===== config.mk =====
export PLATFORM = sky130hd
export DESIGN_NAME = led_matrix_row_scan_driver_core
export DESIGN_NICKNAME = d
export VERILOG_FILES = /design/src/sv/lmrsd_pkg.sv /design/src/sv/lmrsd_scene.sv /design/src/sv/lmrsd_seq.sv /design/src/sv/led_matrix_row_scan_driver_core.sv
export SDC_FILE = /design/constraint.sdc
export NUM_CORES = 2
export LEC_CHECK = 0
export BUFFER_PORTS_ARGS = -buffer_cell sky130_fd_sc_hd__buf_2
export CAP_MARGIN = 20
export CORE_ASPECT_RATIO = 1.75
export CORE_MARGIN = 5
export CORE_UTILIZATION = 50
export CTS_CLUSTER_DIAMETER = 200
export DETAILED_ROUTE_END_ITERATION = 8
export PLACE_DENSITY = 0.66
export SLEW_MARGIN = 20
export SYNTH_ARGS = -nofsm -noshare
export SYNTH_HDL_FRONTEND = slang
export SYNTH_SLANG_ARGS = --single-unit

===== constraint.sdc =====
create_clock -name clk -period 20.7 [get_ports clk]
set_input_delay 4.14 -clock clk [delete_from_list [all_inputs] [get_ports clk]]
set_output_delay 4.14 -clock clk [all_outputs]
set_load 0.1 [all_outputs]

===== src/sv/lmrsd_pkg.sv =====
// package for the led matrix row scan driver core
// request codes, register indexes, scan phase constants and shared structs
// no dependencies
package lmrsd_pkg;

	localparam int unsigned MATRIX_SIDE = 16;
	localparam int unsigned SIDE_W      = $clog2(MATRIX_SIDE);
	localparam int unsigned HOLD_W      = 10;
	localparam int unsigned PHASE_W     = 6;
	localparam int unsigned CFG_IDX_W   = 2;
	localparam int unsigned CFG_DATA_W  = HOLD_W;

	typedef logic [SIDE_W-1:0]  side_idx_t;
	typedef logic [HOLD_W-1:0]  hold_t;
	typedef logic [PHASE_W-1:0] phase_t;

	typedef enum logic [1:0] {
		REQ_TICK   = 2'd0,
		REQ_ON     = 2'd1,
		REQ_OFF    = 2'd2,
		REQ_TOGGLE = 2'd3
	} req_type_t;

	localparam logic [CFG_IDX_W-1:0] CFG_FIRST_COL  = 2'd0;
	localparam logic [CFG_IDX_W-1:0] CFG_LAST_COL   = 2'd1;
	localparam logic [CFG_IDX_W-1:0] CFG_HOLD_TICKS = 2'd2;

	localparam side_idx_t FIRST_COL_RST  = 4'd5;
	localparam side_idx_t LAST_COL_RST   = 4'd11;
	localparam hold_t     HOLD_TICKS_RST = 10'd100;

	// scan phases within one row
	localparam phase_t PH_BLANK     = 6'd0;
	localparam phase_t PH_BYTE1     = 6'd27;
	localparam phase_t PH_LAST_SEND = 6'd52;
	localparam phase_t PH_LATCH_HI  = 6'd53;
	localparam phase_t PH_LATCH_LO  = 6'd54;
	localparam phase_t PH_ADDR      = 6'd55;
	localparam phase_t PH_UNBLANK   = 6'd56;
	localparam phase_t PH_HOLD      = 6'd57;

	// pin levels, row address in the low bits
	typedef struct packed {
		logic      latch;
		logic      shift_clock;
		logic      serial_data;
		logic      blank;
		side_idx_t row_address;
	} pins_t;

	// sequencer to scene store: snapshot strobe and frame bit select
	typedef struct packed {
		logic      take_snap;
		side_idx_t sel_col;
		side_idx_t sel_row;
	} snap_sel_t;

endpackage


===== src/sv/lmrsd_scene.sv =====
// scene bit store and per-frame windowed snapshot
// depends on lmrsd_pkg
module lmrsd_scene import lmrsd_pkg::*; (
	input  logic      clk,
	input  logic      arst_n,
	input  logic      pix_go,
	input  req_type_t pix_req,
	input  side_idx_t pix_col,
	input  side_idx_t pix_row,
	input  side_idx_t first_col,
	input  side_idx_t last_col,
	input  snap_sel_t snap_sel,
	output logic      snap_bit
);

	logic [MATRIX_SIDE-1:0] scene_q [MATRIX_SIDE];
	logic [MATRIX_SIDE-1:0] snap_q  [MATRIX_SIDE];
	logic [MATRIX_SIDE-1:0] win_mask;
	logic [MATRIX_SIDE-1:0] pix_mask;

	always_comb begin
		for (int x = 0; x < MATRIX_SIDE; x++) begin
			win_mask[x] = (side_idx_t'(x) >= first_col) && (side_idx_t'(x) <= last_col);
		end
		pix_mask = '0;
		pix_mask[pix_col] = 1'b1;
	end

	always_ff @(posedge clk or negedge arst_n) begin
		if (!arst_n) begin
			for (int y = 0; y < MATRIX_SIDE; y++) begin
				scene_q[y] <= '1;
				snap_q[y]  <= '0;
			end
		end else begin
			if (pix_go) begin
				case (pix_req)
					REQ_ON:     scene_q[pix_row] <= scene_q[pix_row] & ~pix_mask;
					REQ_OFF:    scene_q[pix_row] <= scene_q[pix_row] | pix_mask;
					REQ_TOGGLE: scene_q[pix_row] <= scene_q[pix_row] ^ pix_mask;
					default:    scene_q[pix_row] <= scene_q[pix_row];
				endcase
			end
			if (snap_sel.take_snap) begin
				for (int y = 0; y < MATRIX_SIDE; y++) begin
					snap_q[y] <= scene_q[y] & win_mask;
				end
			end
		end
	end

	assign snap_bit = snap_q[snap_sel.sel_row][snap_sel.sel_col];

endmodule


===== src/sv/lmrsd_seq.sv =====
// row scan pin sequencer: blank, shift two bytes, latch, address, unblank, hold
// depends on lmrsd_pkg
module lmrsd_seq import lmrsd_pkg::*; (
	input  logic      clk,
	input  logic      arst_n,
	input  logic      tick_go,
	input  hold_t     hold_ticks,
	input  logic      snap_bit,
	output snap_sel_t snap_sel,
	output pins_t     pins
);

	side_idx_t row_q;
	phase_t    phase_q;
	hold_t     hold_q;
	pins_t     pins_q;

	side_idx_t row_d;
	phase_t    phase_d;
	hold_t     hold_d;
	pins_t     pins_d;

	logic      in_hold;
	logic      holding;
	logic      wrap;
	side_idx_t eff_row;
	phase_t    eff_phase;
	logic      second_byte;
	logic [4:0] q_pos;
	logic [4:0] j_pos;
	logic [8:0] j_mul;
	logic [2:0] bit_k;
	logic [4:0] sub_pos;

	always_comb begin
		in_hold   = (phase_q >= PH_HOLD);
		holding   = in_hold && (hold_q != '0);
		wrap      = in_hold && (hold_q == '0);
		eff_row   = wrap ? row_q + side_idx_t'(1) : row_q;
		eff_phase = wrap ? PH_BLANK : phase_q;

		second_byte = (eff_phase >= PH_BYTE1);
		q_pos   = second_byte ? 5'(eff_phase - PH_BYTE1) : 5'(eff_phase - phase_t'(1));
		j_pos   = q_pos - 5'd2;
		// j / 3 for j below 24 as a reciprocal multiply
		j_mul   = 9'(j_pos) * 9'd11;
		bit_k   = j_mul[7:5];
		sub_pos = j_pos - 5'(bit_k) * 5'd3;

		snap_sel.take_snap = 1'b0;
		snap_sel.sel_col   = ~eff_row;
		snap_sel.sel_row   = {~second_byte, ~bit_k};

		row_d   = row_q;
		phase_d = phase_q;
		hold_d  = hold_q;
		pins_d  = pins_q;

		if (tick_go) begin
			if (holding) begin
				hold_d = hold_q - hold_t'(1);
			end else begin
				row_d   = eff_row;
				phase_d = eff_phase + phase_t'(1);
				if (eff_phase == PH_BLANK) begin
					snap_sel.take_snap = (eff_row == '0);
					pins_d.blank = 1'b1;
				end else if (eff_phase <= PH_LAST_SEND) begin
					if (q_pos == 5'd0) begin
						pins_d.shift_clock = 1'b0;
					end else if (q_pos == 5'd1) begin
						pins_d.latch = 1'b0;
					end else if (sub_pos == 5'd0) begin
						pins_d.serial_data = ~snap_bit;
					end else begin
						pins_d.shift_clock = (sub_pos == 5'd1);
					end
				end else if (eff_phase == PH_LATCH_HI) begin
					pins_d.latch = 1'b1;
				end else if (eff_phase == PH_LATCH_LO) begin
					pins_d.latch = 1'b0;
				end else if (eff_phase == PH_ADDR) begin
					pins_d.row_address = eff_row;
				end else begin
					pins_d.blank = 1'b0;
					hold_d = hold_ticks;
				end
			end
		end
	end

	always_ff @(posedge clk or negedge arst_n) begin
		if (!arst_n) begin
			row_q   <= '0;
			phase_q <= PH_BLANK;
			hold_q  <= '0;
			pins_q  <= '0;
		end else begin
			row_q   <= row_d;
			phase_q <= phase_d;
			hold_q  <= hold_d;
			pins_q  <= pins_d;
		end
	end

	assign pins = pins_q;

endmodule


===== src/sv/led_matrix_row_scan_driver_core.sv =====
// top level of the led matrix row scan driver
// input stage, config registers, scene store and pin sequencer
// depends on lmrsd_pkg, lmrsd_scene, lmrsd_seq
//
// channel   dir  handshake         payload
// s_*       in   tvalid/tready     tdata: req_type, col_x, row_y
// m_*       out  tvalid/tready     tdata: row_address, blank, serial_data, shift_clock, latch
// cfg_*     in   cfg_wr_en         cfg_index, cfg_data (no handshake, no read-back)
//
// one item per clock while the result slot is not stalled; each item passes from accept to result
// through the input register, then one pass of sequencer/scene logic into the pin registers
// the pin registers are the result register: they only change when the result slot is free
// asynchronous active low reset: scene all off, snapshot zero, row 0 phase 0, pins low
// a stalled result holds one more item in the input register, then s_tready drops
module led_matrix_row_scan_driver_core import lmrsd_pkg::*; (
	input  logic                  clk,
	input  logic                  arst_n,
	input  logic                  s_tvalid,
	output logic                  s_tready,
	input  logic [15:0]           s_tdata,   // [1:0] req_type, [5:2] col_x, [9:6] row_y
	output logic                  m_tvalid,
	input  logic                  m_tready,
	output logic [7:0]            m_tdata,   // [3:0] row_address, [4] blank, [5] serial_data,
	                                         // [6] shift_clock, [7] latch
	input  logic                  cfg_wr_en,
	input  logic [CFG_IDX_W-1:0]  cfg_index,
	input  logic [CFG_DATA_W-1:0] cfg_data
);

	// input stage
	logic      valid_s1;
	req_type_t req_s1;
	side_idx_t col_s1;
	side_idx_t row_s1;

	// result slot
	logic      m_valid_q;

	// config registers
	side_idx_t first_col_q;
	side_idx_t last_col_q;
	hold_t     hold_ticks_q;

	logic      advance;
	logic      go;
	logic      s_fire;
	snap_sel_t snap_sel;
	logic      snap_bit;
	pins_t     pins;

	// the result slot is free or being emptied this cycle
	assign advance  = !m_valid_q || m_tready;
	assign go       = valid_s1 && advance;
	assign s_tready = !valid_s1 || advance;
	assign s_fire   = s_tvalid && s_tready;

	always_ff @(posedge clk or negedge arst_n) begin
		if (!arst_n) begin
			valid_s1  <= 1'b0;
			m_valid_q <= 1'b0;
		end else begin
			if (s_fire) begin
				valid_s1 <= 1'b1;
			end else if (go) begin
				valid_s1 <= 1'b0;
			end
			if (go) begin
				m_valid_q <= 1'b1;
			end else if (m_tready) begin
				m_valid_q <= 1'b0;
			end
		end
	end

	// payload of the input stage, no reset needed
	always_ff @(posedge clk) begin
		if (s_fire) begin
			req_s1 <= req_type_t'(s_tdata[1:0]);
			col_s1 <= s_tdata[5:2];
			row_s1 <= s_tdata[9:6];
		end
	end

	// config writes, values masked to register width, unknown index ignored
	always_ff @(posedge clk or negedge arst_n) begin
		if (!arst_n) begin
			first_col_q  <= FIRST_COL_RST;
			last_col_q   <= LAST_COL_RST;
			hold_ticks_q <= HOLD_TICKS_RST;
		end else if (cfg_wr_en) begin
			unique case (cfg_index)
				CFG_FIRST_COL:  first_col_q  <= cfg_data[SIDE_W-1:0];
				CFG_LAST_COL:   last_col_q   <= cfg_data[SIDE_W-1:0];
				CFG_HOLD_TICKS: hold_ticks_q <= cfg_data[HOLD_W-1:0];
				default:        ;
			endcase
		end
	end

	// scene store: pixel requests edit it, the sequencer snapshots it at frame start
	lmrsd_scene u_scene (
		.clk       (clk),
		.arst_n    (arst_n),
		.pix_go    (go && (req_s1 != REQ_TICK)),
		.pix_req   (req_s1),
		.pix_col   (col_s1),
		.pix_row   (row_s1),
		.first_col (first_col_q),
		.last_col  (last_col_q),
		.snap_sel  (snap_sel),
		.snap_bit  (snap_bit)
	);

	// pin sequencer: each tick item advances one phase or counts down the hold, pixel items just report the pins
	lmrsd_seq u_seq (
		.clk        (clk),
		.arst_n     (arst_n),
		.tick_go    (go && (req_s1 == REQ_TICK)),
		.hold_ticks (hold_ticks_q),
		.snap_bit   (snap_bit),
		.snap_sel   (snap_sel),
		.pins       (pins)
	);

	assign m_tvalid = m_valid_q;
	assign m_tdata  = pins;

endmodule

## Word level (Yosys, flattened, before mapping)

Index checks and enable logic that the tools add are counted.
Widths: inputs -> output; s select.

| storage, ports and cells | value |
|---|---|
| register bits after elaboration | 570 |
| latch bits | 0 |
| RAM bits | 0 |
| ROM bits | 0 |
| input bits | 33 |
| output and inout port bits | 10 |
| logic and storage cells | 252 |
| memories kept | 0 |

| cells by class | value |
|---|---|
| add/subtract/negate cells | 7 |
| multipliers | 2 |
| divide/modulo/power cells | 0 |
| $lt $le $gt $ge | 41 |
| equal/unequal tests | 23 |
| shift operators | 0 |
| multiplexer cells | 48 |
| bitwise logic cells | 33 |
| reductions and logical operators | 50 |

Operators with widths:

| kind | count |
|---|---|
| $bwmux 256 | 4 |
| $pmux 256 s3 | 1 |
| $and 16x16->16 | 17 |
| $bmux 16 s4 | 2 |
| $mux 16 | 5 |
| $demux 16 s4 | 1 |
| $mux 10 | 6 |
| $ge 4x4->1 const A | 8 |
| $le 4x4->1 const A | 8 |
| $logic_and 1x1->1 | 24 |
| $reduce_and 6->1 | 4 |
| $ne 2x1->1 const B | 11 |
| $mux 5 | 4 |
| $mux 1 | 19 |
| $eq 6x6->1 const B | 3 |
| $ge 3x4->1 const A | 4 |
| $le 3x4->1 const A | 4 |
| $not 16->16 | 1 |
| $or 16x16->16 | 1 |
| $xor 16x16->16 | 1 |
| $reduce_and 7->1 | 2 |
| $eq 5x1->1 const B | 2 |
| $ge 5x5->1 const B | 2 |
| $logic_not 10->1 | 1 |
| other kinds (41) | 69 |

## Logic depth before layout (Yosys ltp)

| depth | value |
|---|---|
| word-level depth | 18 |
| depth in mapped cells | 45 |
| gate-level depth less buffers | 42 |

## Hierarchy

From an unflattened synthesis, not the netlist that was laid out.

| second synthesis, totals | value |
|---|---|
| cells, all modules | 2758 |
| area total of the unflattened synthesis | 28093.2 µm² |

By module, submodules not included:

| module | instances | cells an instance | area an instance (µm²) | seq. area each (µm²) |
|---|---|---|---|---|
| lmrsd_scene | 1 | 2404 | 24449.7 | 13132.6 |
| lmrsd_seq | 1 | 294 | 2494.9 | 700.7 |
| led_matrix_row_scan_driver_core | 1 | 60 | 1148.6 | 810.8 |

## Least setup slack after synthesis

Ideal clock, no wire load.

| timing | value |
|---|---|
| path type | register to register |
| start | register u_seq.hold_q[0] |
| end | register u_seq.pins_q, in the netlist u_seq.pins[5] |
| library setup time | 0.069 ns |
| data arrival time | 9.334 ns |
| required time | 20.631 ns |
| slack | 11.298 ns |
| cell stages (with the launch flop) | 43 |
| buffers on the path | 3 |
| clock period less this slack | 9.402 ns |
| cell sequence | dfrtp_1 -> inv_1 -> ha_1 -> nor2b_1 -> and3_1 -> nand2_1 -> and2_1 -> ha_1 -> a211oi_1 -> o21ai_0 -> a21boi_0 -> clkbuf_1 -> clkinv_1 -> ha_1 -> a211oi_1 -> xnor2_1 -> mux2i_1 -> o21ai_0 -> [7 not listed] -> a221oi_1 -> xnor2_1 -> inv_2 -> buf_2 -> buf_1 -> fa_1 -> inv_1 -> ha_1 -> nor2b_1 -> o21a_1 -> or3_1 -> a211oi_1 -> o21ai_0 -> a31oi_1 -> and4_1 -> o311ai_0 -> nand4b_1 -> nand3_1 |

| between the ends | value |
|---|---|
| word-level cells in the longest chain between the ends | 15 |
| elaborated cells on any way between the ends | 34 |
| classes of those cells | 4 x add/sub; 2 x mul; 2 x order compare; 1 x eq/ne; 8 x mux; 9 x bitwise; 8 x reduce/logical |

RTL lines:

| what | line | text |
|---|---|---|
| from (decl) | lmrsd_seq.sv:15 | `hold_t hold_q;` |
| from (signal assigned) | lmrsd_seq.sv:101 | `hold_q <= hold_d;` |
| branches (longest 15 deep; another with $mul 5x4->8) | -- |  |
| to (signal assigned) | lmrsd_seq.sv:102 | `pins_q <= pins_d;` |
| to (decl) | lmrsd_seq.sv:16 | `pins_t pins_q;` |

Parallel ways; which one is timed is not known. The select of a mux whose other input is x is not followed.
A chain may end at the register's enable or synchronous reset.

## Final worst setup path

Ends and elaborated chain as after synthesis.

==> reports/qor.log <==
qor: detailed_routing.detail_route.first_pass.iterations 6
qor: setup_path.reg2reg_from u_seq.hold_q[0]
qor: die.pin_count 43
qor: global_route.antenna_found_initial 0
qor: logic_synthesis.synth_cell_type_count 74
qor: cts.clk-insertion-delay-late 0.65 ns
qor: die.initial_utilization 0.504
qor: die.chipWidth 201 microns
qor: layout.regArea 14600 sq um
qor: detailed_routing.detail_route.iter0.violations 2825
qor: placement.place.detailed.hpwl 64400 microns
qor: sta.final.setup.tns 0 ns
qor: hold_path.hold_path.startpoint u_seq.pins[3]
qor: cts.cts_root_buf clkbuf_16
qor: setup_path.timing.critical_path.from_type register
qor: die.coreArea 63200 sq um
qor: detailed_routing.drtAntennaViolNets 0
qor: setup_path.critical_path_arrival 11.61 ns
qor: setup_path.crit_path_max_incr_delay 0.57 ns
qor: sta.final_worst_clock_skew 0.0248 ns
qor: hold_path.min_delay_worst_endpoint u_seq.pins[3]
qor: logic_synthesis.synthFlopType dfrtp_1
qor: sta.grt_setup_unrepaired false
qor: logic_synthesis.postSynthRegisterBits 570
qor: setup_path.r2r_cells 42
qor: detailed_routing.wl_per_cell 24.3 microns
qor: detailed_routing.detail_route.vias_per_cell 6.20
qor: layout.area.growth.synth_to_final 8.80%
qor: cts.clkSinkCount 570
qor: sta.number_of_slew_limit_violations_in_the_final_report 0
qor: sta.max_freq 0.0907 GHz
qor: die.die-height 344 microns
qor: placement.placer_s_final_routability_congestion_estimate 0.917
qor: sta.setup_slack 9.67 ns
qor: global_route.track_usage 0.302
qor: global_route.global_route_wire_length_before_repair 160000 microns
qor: die.floorplan.die_area 69100 sq um
qor: layout.nFillCells 5733
qor: detailed_routing.drcViolationCount 0
qor: setup_path.timing.critical_path.required 21.28 ns
qor: sta.hold_viol_final 0
qor: detailed_routing.wl 106000 microns
qor: logic_synthesis.asyncSetResetFlopFracSynth 0.982
qor: setup_path.critical_path.most_common_cell ha_1
qor: cts.cts_max_level 2
qor: layout.multi_input_area 16100 sq um
qor: hold_path.whs_path_depth 2
qor: layout.fin_area 34700 sq um
qor: cts.cts_hold_repair_buffers 0
qor: cts.cts.repair_timing.setup_buffer_count 0
qor: die.placement_rows 122
qor: detailed_routing.detailroute.via_count 26980
qor: global_route.gr-total-overflow 0
qor: logic_synthesis.synth_area_leaders dfrtp_1 (23%), dfstp_2 (22%), nand2_1 (9.5%)
qor: logic_synthesis.ys_warns 0
qor: layout.final_layout_net_count 3593
qor: layout.postLayoutCoreUtil 0.549
qor: cts.cts_buffers 56
qor: sta.worstMarginPinSlew 1.27 ns
qor: setup_path.setup.worst_path.end_class register
qor: setup_path.criticalPathCategory reg2reg
qor: logic_synthesis.netlist_instances 3650
qor: sta.final.period_utilization 0.533
qor: placement.placedInstanceArea 32600 sq um
qor: job.max_cap_viol_count 0
qor: sta.period_needed 11.03 ns
qor: logic_synthesis.sequential_area_share_after_synthesis 0.459
qor: setup_path.regToRegSetupSlack 9.67 ns
qor: logic_synthesis.syn_area 31900 sq um
qor: logic_synthesis.mappedNetlistNets 3746
qor: setup_path.crit_slowest_cell fa_1
qor: setup_path.crit_path_max_fo 26
qor: cts.cts_resized 0
qor: hold_path.hold_path.class reg2reg
qor: setup_path.reg2reg_to u_seq.pins[5]
qor: global_route.grt_start_max_net_pins 306
qor: logic_synthesis.synth_top_area_frac 0.232
qor: sta.maxSlewHeadroom 0.150
qor: placement.port_buffers 36
qor: logic_synthesis.synth_enable_flop_cells 10
qor: cts.clkTransAtPathRegs 0.07 ns
qor: cts.cts_tree done
qor: logic_synthesis.synthesis.area_per_instance 8.73 sq um
qor: layout.drive_gt1_frac 0.193
qor: global_route.number_of_global_route_vias_before_repair 26134
qor: logic_synthesis.synthDominantAreaCellType dfrtp_1
qor: cts.cts_max_path_buffers 3
qor: status.run_status complete, no violations
qor: sta.setup-violations-final 0
qor: placement.dp_worst_setup_slack 9.79 ns
==> worst max-delay path by stage <==
stage	from	to	slack, ns
3_3_place_gp	u_seq.hold_q[0]	u_seq.pins[5]	9.85
4_1_cts	u_seq.hold_q[0]	u_seq.pins[5]	9.73
6_report	u_seq.hold_q[0]	u_seq.pins[5]	9.67
3_5_place_dp	u_seq.hold_q[0]	u_seq.pins[5]	9.79
2_1_floorplan	u_seq.hold_q[0]	u_seq.pins[5]	11.30
5_1_grt	u_seq.hold_q[0]	u_seq.pins[5]	9.06
==> layer usage <==
metal,track usage,vias to the layer above,share of wire
li1,-,12214,-
met1,0.364,13174,0.36
met2,0.503,1207,0.48
met3,0.0503,385,0.078
met4,0.198,0,0.076
met5,0,-,0
==> cell type report <==
cell class              instances  area share
well taps                     806      0.0291
repair buffers                105      0.0236
flip-flops and latches        570       0.422
diodes                          4    0.000289
clock inverters                17     0.00599
inverters                      42     0.00469
multi-input cells            2722       0.464
clock buffers                  89      0.0498
==> logic make-up (layout without fill, tap and decap cells) <==
| group | after synthesis | after routing | share of synthesized area |
|---|---|---|---|
| AOI/OAI and AO/OA | 1012 | 1012 | 0.174 |
| DFF | 570 | 570 | 0.459 |
| other | 0 | 4 | 0 |
| and+or+nand+nor | 1442 | 1442 | 0.181 |
| xor gates and xnor gates | 17 | 17 | 0.00514 |
| buffers and inverters | 358 | 253 | 0.0447 |
| adders and majority gates | 63 | 63 | 0.0254 |
| muxes | 188 | 188 | 0.110 |
==> Yosys cell counts (all sizes together) (3+ instances only) <==
master	instances
and2	4
clkbuf	249
nor2b	15
nand3	41
nor3	29
or3	8
ha	60
nor2	476
nor4	9
a21oi	463
a2111oi	5
inv	41
and3	13
mux2i	24
nor3b	3
nand4	11
nand3b	6
o22ai	10
buf	67
dfstp	264
edfxtp	10
nand2b	13
a221oi	4
or2	6
fa	3
a31oi	11
nand2	803
mux4	127
o21a	3
xor2	6
o21ai	381
dfrtp	296
xnor2	10
mux2	37
a21o	83
a211oi	20
==> per-stage QoR <==
step	cells	hold WS, ns
final	4355	0.473
after global routing	4351	0.496
after CTS	4348	0.477
after detailed placement	4242	0.462
after global placement	4241	0.455
after floorplan	3650	0.442
==> cells in the final DEF, fill, tap and decap left out, drive strengths merged, types with 20 or more instances in the layout <==
master	instances
nand2	803
nor2	476
a21oi	463
o21ai	381
dfrtp	296
dfstp	264
mux4	127
buf	105
clkbuf	89
a21o	83
ha	60
inv	42
nand3	41
mux2	37
nor3	29
mux2i	24
a211oi	20
==> worst max-delay path: cells and delay by family (launching register included) <==
kind / cells / cell delay [ns]
compound gates: 12 / 3.08
xor+xnor: 4 / 0.84
mux: 1 / 0.15
fa+ha+maj: 8 / 2.82
simple gates: 10 / 2.21
flops: 1 / 0.39
buf+inv: 7 / 1.45
Power is left out: the tool's default activity adds up to more than one toggle a clock period on the data nets, which glitch-free logic cannot reach.
